==> config.mk <==
export PLATFORM = sky130hd
export DESIGN_NAME = keyed_lcg_stream_cipher_top
export DESIGN_NICKNAME = d
export VERILOG_FILES = /design/src/hw/rtl/klcg_pkg.sv /design/src/hw/rtl/klcg_lcg_step.sv /design/src/hw/rtl/klcg_core.sv /design/src/hw/rtl/klcg_out_buf.sv /design/src/hw/rtl/keyed_lcg_stream_cipher_top.sv
export SDC_FILE = /design/constraint.sdc
export NUM_CORES = 2
export LEC_CHECK = 0
export ABC_AREA = 1
export BUFFER_PORTS_ARGS = -buffer_cell sky130_fd_sc_hd__buf_2
export CORE_MARGIN = 10
export CORE_UTILIZATION = 55
export CTS_CLUSTER_SIZE = 8
export DETAILED_ROUTE_END_ITERATION = 10
export PLACE_DENSITY = 0.82
export SKIP_CTS_REPAIR_TIMING = 1
export SYNTH_ARGS = -nofsm -noshare
export SYNTH_HDL_FRONTEND = slang
export SYNTH_SLANG_ARGS = --single-unit
==> constraint.sdc <==
create_clock -name clk -period 11.3 [get_ports clk]
set_input_delay 2.26 -clock clk [delete_from_list [all_inputs] [get_ports clk]]
set_output_delay 2.26 -clock clk [all_outputs]
set_load 0.02 [all_outputs]
==> src/hw/rtl/klcg_pkg.sv <==
// ----------------------------------------------------------------------------
// klcg_pkg
// shared types and constants for the keyed lcg byte-stream cipher
// ----------------------------------------------------------------------------
package klcg_pkg;

	typedef enum logic [2:0] {
		CMD_BEGIN_KEY = 3'd0,
		CMD_KEY_BYTE  = 3'd1,
		CMD_END_KEY   = 3'd2,
		CMD_RESTART   = 3'd3,
		CMD_DATA      = 3'd4
	} klcg_cmd_t;

	// key absorb constants
	localparam logic [63:0] KEY_MUL_EVEN   = 64'd131;
	localparam logic [63:0] KEY_MUL_ODD    = 64'd137;
	localparam int unsigned KEY_SHIFT_EVEN = 3;
	localparam int unsigned KEY_SHIFT_ODD  = 5;

	// keystream lcg, multiplier split into 32-bit halves
	localparam logic [31:0] LCG_MUL_LO = 32'hDEEC_E66D;
	localparam logic [31:0] LCG_MUL_HI = 32'h0000_0005;
	localparam logic [63:0] LCG_ADD    = 64'h0000_0000_0000_000B;

	// result word handed from the core to the output buffer
	typedef struct packed {
		logic       push;
		logic [7:0] data;
	} klcg_result_t;

endpackage

==> src/hw/rtl/klcg_lcg_step.sv <==
// ----------------------------------------------------------------------------
// klcg_lcg_step
// one step of the 64-bit wrapping keystream lcg, built from 32-bit products
// ----------------------------------------------------------------------------
module klcg_lcg_step (
	input  logic [63:0] word,
	output logic [63:0] next_word
);
	import klcg_pkg::*;

	logic [63:0] prod_lo_lo;
	logic [31:0] prod_hi_lo;
	logic [31:0] prod_lo_hi;
	logic [31:0] cross_sum;

	// x*m mod 2^64 = lo*m_lo + 2^32*(hi*m_lo + lo*m_hi)
	assign prod_lo_lo = {32'b0, word[31:0]} * {32'b0, LCG_MUL_LO};
	assign prod_hi_lo = word[63:32] * LCG_MUL_LO;
	assign prod_lo_hi = word[31:0] * LCG_MUL_HI;
	assign cross_sum  = prod_hi_lo + prod_lo_hi;
	assign next_word  = prod_lo_lo + {cross_sum, 32'b0} + LCG_ADD;

endmodule

==> src/hw/rtl/klcg_core.sv <==
// ----------------------------------------------------------------------------
// klcg_core
// input register, key hash and keystream state, result generation
// ----------------------------------------------------------------------------
module klcg_core (
	input  logic                  clk,
	input  logic                  arst_n,
	input  logic                  in_valid,
	output logic                  in_stall,
	input  logic [2:0]            command,
	input  logic [7:0]            data_in,
	input  logic                  buf_ready,
	output klcg_pkg::klcg_result_t result
);
	import klcg_pkg::*;

	logic        valid_s1;
	logic [2:0]  command_s1;
	logic [7:0]  data_s1;

	logic [63:0] key_high_q, key_low_q, stream_word_q;
	logic        key_parity_q;
	logic [2:0]  byte_pos_q;

	logic [63:0] key_high_d, key_low_d, stream_word_d;
	logic        key_parity_d;
	logic [2:0]  byte_pos_d;

	logic [63:0] mixed_high, mixed_low, lcg_next;
	logic        is_data, proceed, take;

	assign is_data  = (klcg_cmd_t'(command_s1) == CMD_DATA);
	assign proceed  = valid_s1 && (!is_data || buf_ready);
	assign in_stall = valid_s1 && !proceed;
	assign take     = in_valid && !in_stall;

	// end-key cross mix
	assign mixed_high = key_high_q ^ {key_low_q[50:0], key_low_q[63:51]};
	assign mixed_low  = key_low_q ^ {mixed_high[56:0], mixed_high[63:57]};

	klcg_lcg_step u_lcg (
		.word      (stream_word_q),
		.next_word (lcg_next)
	);

	always_comb begin
		key_high_d    = key_high_q;
		key_low_d     = key_low_q;
		key_parity_d  = key_parity_q;
		stream_word_d = stream_word_q;
		byte_pos_d    = byte_pos_q;
		case (klcg_cmd_t'(command_s1))
			CMD_BEGIN_KEY: begin
				key_high_d   = '0;
				key_low_d    = '0;
				key_parity_d = 1'b0;
			end
			CMD_KEY_BYTE: begin
				if (!key_parity_q) begin
					key_high_d = (key_high_q * KEY_MUL_EVEN)
						^ ({56'b0, data_s1} + (key_high_q >> KEY_SHIFT_EVEN));
				end else begin
					key_low_d = (key_low_q * KEY_MUL_ODD)
						^ ({56'b0, data_s1} + (key_low_q >> KEY_SHIFT_ODD));
				end
				key_parity_d = !key_parity_q;
			end
			CMD_END_KEY: begin
				key_high_d    = mixed_high;
				key_low_d     = mixed_low;
				stream_word_d = mixed_high ^ mixed_low;
				byte_pos_d    = '0;
			end
			CMD_RESTART: begin
				stream_word_d = key_high_q ^ key_low_q;
				byte_pos_d    = '0;
			end
			CMD_DATA: begin
				stream_word_d = lcg_next;
				byte_pos_d    = byte_pos_q + 3'd1;
			end
			default: begin
			end
		endcase
	end

	assign result.push = proceed && is_data;
	assign result.data = data_s1 ^ stream_word_q[{byte_pos_q, 3'b000} +: 8];

	always_ff @(posedge clk or negedge arst_n) begin
		if (!arst_n) begin
			valid_s1 <= 1'b0;
		end else if (take) begin
			valid_s1 <= 1'b1;
		end else if (proceed) begin
			valid_s1 <= 1'b0;
		end
	end

	always_ff @(posedge clk) begin
		if (take) begin
			command_s1 <= command;
			data_s1    <= data_in;
		end
	end

	always_ff @(posedge clk or negedge arst_n) begin
		if (!arst_n) begin
			key_high_q    <= '0;
			key_low_q     <= '0;
			key_parity_q  <= 1'b0;
			stream_word_q <= '0;
			byte_pos_q    <= '0;
		end else if (proceed) begin
			key_high_q    <= key_high_d;
			key_low_q     <= key_low_d;
			key_parity_q  <= key_parity_d;
			stream_word_q <= stream_word_d;
			byte_pos_q    <= byte_pos_d;
		end
	end

endmodule

==> src/hw/rtl/klcg_out_buf.sv <==
// ----------------------------------------------------------------------------
// klcg_out_buf
// two-entry output buffer, ready is taken from registered fill state
// ----------------------------------------------------------------------------
module klcg_out_buf (
	input  logic                  clk,
	input  logic                  arst_n,
	input  klcg_pkg::klcg_result_t result,
	output logic                  buf_ready,
	output logic                  out_valid,
	input  logic                  out_stall,
	output logic [7:0]            data_out
);
	import klcg_pkg::*;

	logic [7:0] entry_q [2];
	logic       wr_ptr_q, rd_ptr_q;
	logic [1:0] count_q;
	logic       pop;

	assign buf_ready = (count_q != 2'd2);
	assign out_valid = (count_q != 2'd0);
	assign data_out  = entry_q[rd_ptr_q];
	assign pop       = out_valid && !out_stall;

	always_ff @(posedge clk) begin
		if (result.push) begin
			entry_q[wr_ptr_q] <= result.data;
		end
	end

	always_ff @(posedge clk or negedge arst_n) begin
		if (!arst_n) begin
			wr_ptr_q <= 1'b0;
			rd_ptr_q <= 1'b0;
			count_q  <= 2'd0;
		end else begin
			if (result.push) begin
				wr_ptr_q <= !wr_ptr_q;
			end
			if (pop) begin
				rd_ptr_q <= !rd_ptr_q;
			end
			case ({result.push, pop})
				2'b10:   count_q <= count_q + 2'd1;
				2'b01:   count_q <= count_q - 2'd1;
				default: count_q <= count_q;
			endcase
		end
	end

endmodule

==> src/hw/rtl/keyed_lcg_stream_cipher_top.sv <==
// ----------------------------------------------------------------------------
// keyed_lcg_stream_cipher_top
// keyed byte-stream cipher: key hashing, keystream lcg, xor of data bytes
// ----------------------------------------------------------------------------
// One input word is taken every clock cycle, sustained as long as the output
// side keeps up. Each word carries a command and a byte: begin key, key byte,
// end key, restart message or data byte. Only data bytes give an output word,
// the byte xored with the current keystream byte; encryption and decryption
// are the same operation. A word goes through an input register; while it
// is held there, all state updates and the output byte are formed, and
// once the buffer has room the byte is written into a two-entry output
// buffer, which presents it as the output word.
// The cycle time is set by the keystream lcg step (two 32x32 constant
// products, a small product by five and a 64-bit add), which is combinational
// from the registered keystream word. Stall on the output side reaches the
// input stall only through the registered buffer fill state.
module keyed_lcg_stream_cipher_top (
	input  logic       clk,
	input  logic       arst_n,
	// input channel
	input  logic       in_valid,
	output logic       in_stall,
	input  logic [2:0] command,
	input  logic [7:0] data_in,
	// output channel
	output logic       out_valid,
	input  logic       out_stall,
	output logic [7:0] data_out
);
	import klcg_pkg::*;

	// result word from the core and room flag from the buffer
	klcg_result_t result;
	logic         buf_ready;

	// input register, key words, keystream word and byte position
	klcg_core u_core (
		.clk       (clk),
		.arst_n    (arst_n),
		.in_valid  (in_valid),
		.in_stall  (in_stall),
		.command   (command),
		.data_in   (data_in),
		.buf_ready (buf_ready),
		.result    (result)
	);

	// output buffer decouples the output stall from the core
	klcg_out_buf u_out_buf (
		.clk       (clk),
		.arst_n    (arst_n),
		.result    (result),
		.buf_ready (buf_ready),
		.out_valid (out_valid),
		.out_stall (out_stall),
		.data_out  (data_out)
	);

endmodule
==> impl_metrics.csv <==
group,metric,value,unit
outcome,status,"finished clean",
floorplanning,core,0.122,mm^2
worst_setup_path,worstPathArrival,11.16,ns
sta,fin_crit,10.69,ns
yosys,post_synth.cell_area_avg,7.72,um^2
sta,setup_viol,0,
yosys,synth_top_family_by_area,"adder cells",
yosys,synth_top_area_cell,"fa_1",
floorplanning,rows,128,
clock_tree,numCtsBuffers,37,
sta,fmax,93.5,MHz
yosys,syn_inst,8738,
yosys,netlist.area_leader.share,27.3,%
sta,skew,0.0505,ns
clock_tree,cts-root-buf,"clkbuf_16",
yosys,muxShareOfSynthArea,0,%
place,io_buffer_count,24,
yosys,synth-main-ff-cell,"dfrtp_1",
sta,relSlewSlack,6.36,%
job,max_cap_viol_count,0,
worst_setup_path,path_class,"reg -> reg",
yosys,synth_most_common_cell,"inv_1",
global_route,grt_pass1_vias,64200,
yosys,synth_area,0.0674,mm^2
yosys,ys_ff_latch,228,
clock_tree,worstSkewPairLatency,0.63,ns
cells_and_area,post_route_cells_drive_above_1_share,3.11,%
worst_setup_path,crit_fanout,9,
yosys,synth_xor_xnor_area_share,6.33,%
route,avgViaCountPerCell,6.06,
floorplanning,die_y,370,um
yosys,synth-edff-count,27,
yosys,async_flop_share,88.2,%
floorplanning,ioPinCount,25,
global_route,grtUsageTotal,43.2,%
worst_setup_path,reg2reg_depth,33,
cells_and_area,postLayoutCoreUtil,58.0,%
sta,slew_violations,0,
route,dr.pass1.iters,7,
yosys,ys_top_cells_by_area,"fa_1, ha_1, inv_1",
cells_and_area,area_delta_synth_final,4.76,%
floorplanning,floorplan.initialDensity,55.4,%
route,drtIter0Drc,7582,
route,ant_nets,0,
hold_path,hold-path-cell-count,2,
yosys,yosysWarnings,0,
worst_setup_path,end_kind,"register",
place,dp_hpwl,256,mm
cells_and_area,fill_cells,11400,
worst_setup_path,required,11.77,ns
place,gp_congestion,1.12,
yosys,synth.distinct_cells,70,
global_route,grt_max_degree,114,
hold_path,hp-class,"reg -> reg",
clock_tree,clock-sinks,228,
cells_and_area,final_cell_area,0.0707,mm^2
worst_setup_path,cp_slowest_cell,"o21ai_0",
sta,rsz0062_at_grt,"no",
route,drc,0,
yosys,syn_nets,10700,
route,wl_per_cell,28.8,um
clock_tree,cts_tree,"done",
floorplanning,die_w,370,um
worst_setup_path,cp-start-kind,"register",
sta,hold_viol_final,0,
worst_setup_path,slowest_delay,0.61,ns
yosys,synthTopCellsByCount,"inv_1, nand2_1, ha_1",
clock_tree,clockBufferDepth,3,
clock_tree,clk_pin_slew,0.06,ns
yosys,synth-simple-area-share,15.3,%
clock_tree,cts_max_level,2,
yosys,synthAdderAreaFrac,45.5,%
global_route,grt-ovfl-total,0,
yosys,yosysSeqAreaShare,8.66,%
sta,tns,0,ns
sta,worst_pin_slew,1.39,ns
sta,period_share,94.6,%
yosys,synth_compound_area_share,10.9,%
global_route,antenna_found_initial,10,
route,wirelength,298,mm
floorplanning,dieArea,0.137,mm^2
place,placed_area,0.0695,mm^2
global_route,grt_pass1_wl,431,mm
route,vias,62800,
cells_and_area,final_nets,10600,
sequential cells by signal (all words and copies together), names as in the netlist:
name                  flops
u_core.key_parity_q       1
u_out_buf.rd_ptr_q        1
u_core.stream_word_q     64
u_out_buf.count_q         2
u_core.key_high_q        64
u_core.byte_pos_q         3
u_core.key_low_q         64
u_core.valid_s1           1
u_out_buf.wr_ptr_q        1
u_core.data_s1            8
u_out_buf.entry_q        16
u_core.command_s1         3
worst max-delay path, delay by kind of cell (launching register included):
| family | cells | cell delay, ns |
|---|---|---|
| adders and majority gates | 14 | 5.95 |
| AOI/OAI and AO/OA | 9 | 2.43 |
| xor gates and xnor gates | 2 | 0.79 |
| DFF | 1 | 0.56 |
| and+or+nand+nor | 3 | 0.45 |
| buffers and inverters | 5 | 0.31 |
cell usage in the layout, fill, tap and decap left out, types with 9 or more instances in the layout:
cell	instances
a21oi_1	515
a22oi_1	25
nand3b_1	21
nor2_2	9
nor4_1	28
xnor2_1	178
o21ai_1	23
nand3_1	298
nand4_1	83
nor2_1	677
buf_2	23
a21boi_0	10
nor3_1	83
a21o_1	33
o22ai_1	12
clkbuf_16	39
or2_1	12
inv_2	18
o21bai_1	39
fa_1	921
o221ai_1	9
dfrtp_1	201
o21a_1	25
nand2_1	1127
buf_4	64
or2_2	54
inv_1	2207
o21ai_0	504
ha_1	977
edfxtp_1	27
a31oi_1	46
o211ai_1	22
xor2_1	302
cell families (layout without fill, tap and decap cells):
family | Yosys count | in the layout
other | 0 | 4
AND/OR/NAND/NOR | 2434 | 2434
adder cells (fa/ha/maj) | 1898 | 1898
XOR/XNOR | 484 | 484
buffers and inverters | 2373 | 2370
flip-flops | 228 | 228
AO/OA/AOI/OAI | 1321 | 1321
through the flow:
step	std cells	hold WS (ns)	setup slack, ns
2_1_floorplan	8738	0.453	2.72
3_3_place_gp	10300	0.474	0.844
3_5_place_dp	10300	0.482	0.805
4_1_cts	10400	0.493	0.766
5_1_grt	10400	0.499	0.311
6_report	10400	0.490	0.608
layer usage:
layer,share of wire [%],track usage (%),up-vias
met4,10,34.4,18
li1,-,-,27200
met5,0.047,0,-
met1,35,51.1,30200
met3,11,11.9,1301
met2,43,65.9,4072
path summary, 6_finish.rpt:
check,start,to,slack [ns]
max in group asynchronous,arst_n,u_core.stream_word_q[43]$_DFFE_PN0P_,8.29
min in group asynchronous,arst_n,u_core.key_low_q[56]$_DFFE_PN0P_,1.67
worst max-delay path,u_core.stream_word_q[35]$_DFFE_PN0P_,u_core.stream_word_q[46]$_DFFE_PN0P_,0.61
worst min register to register,u_core.key_parity_q$_DFFE_PN0P_,u_core.key_parity_q$_DFFE_PN0P_,0.49
worst min-delay path,u_core.key_parity_q$_DFFE_PN0P_,u_core.key_parity_q$_DFFE_PN0P_,0.49
worst max register to register,u_core.stream_word_q[35]$_DFFE_PN0P_,u_core.stream_word_q[46]$_DFFE_PN0P_,0.61
final cells by class:
class                      instances  area [um^2]  share of cell area [%]
clock buffer                      52         1100                    1.56
timing repair buffer              89          631                   0.893
antenna                            4         10.0                  0.0142
sequential                       228         5840                    8.27
tap                             1625         2030                    2.88
clock inverter                     4         25.0                  0.0354
multi-input combinational       6137        52700                    74.5
inverter                        2225         8350                    11.8
Power is not shown: default switching activity piles up to over one toggle a cycle in this logic, so the estimate is an artifact.
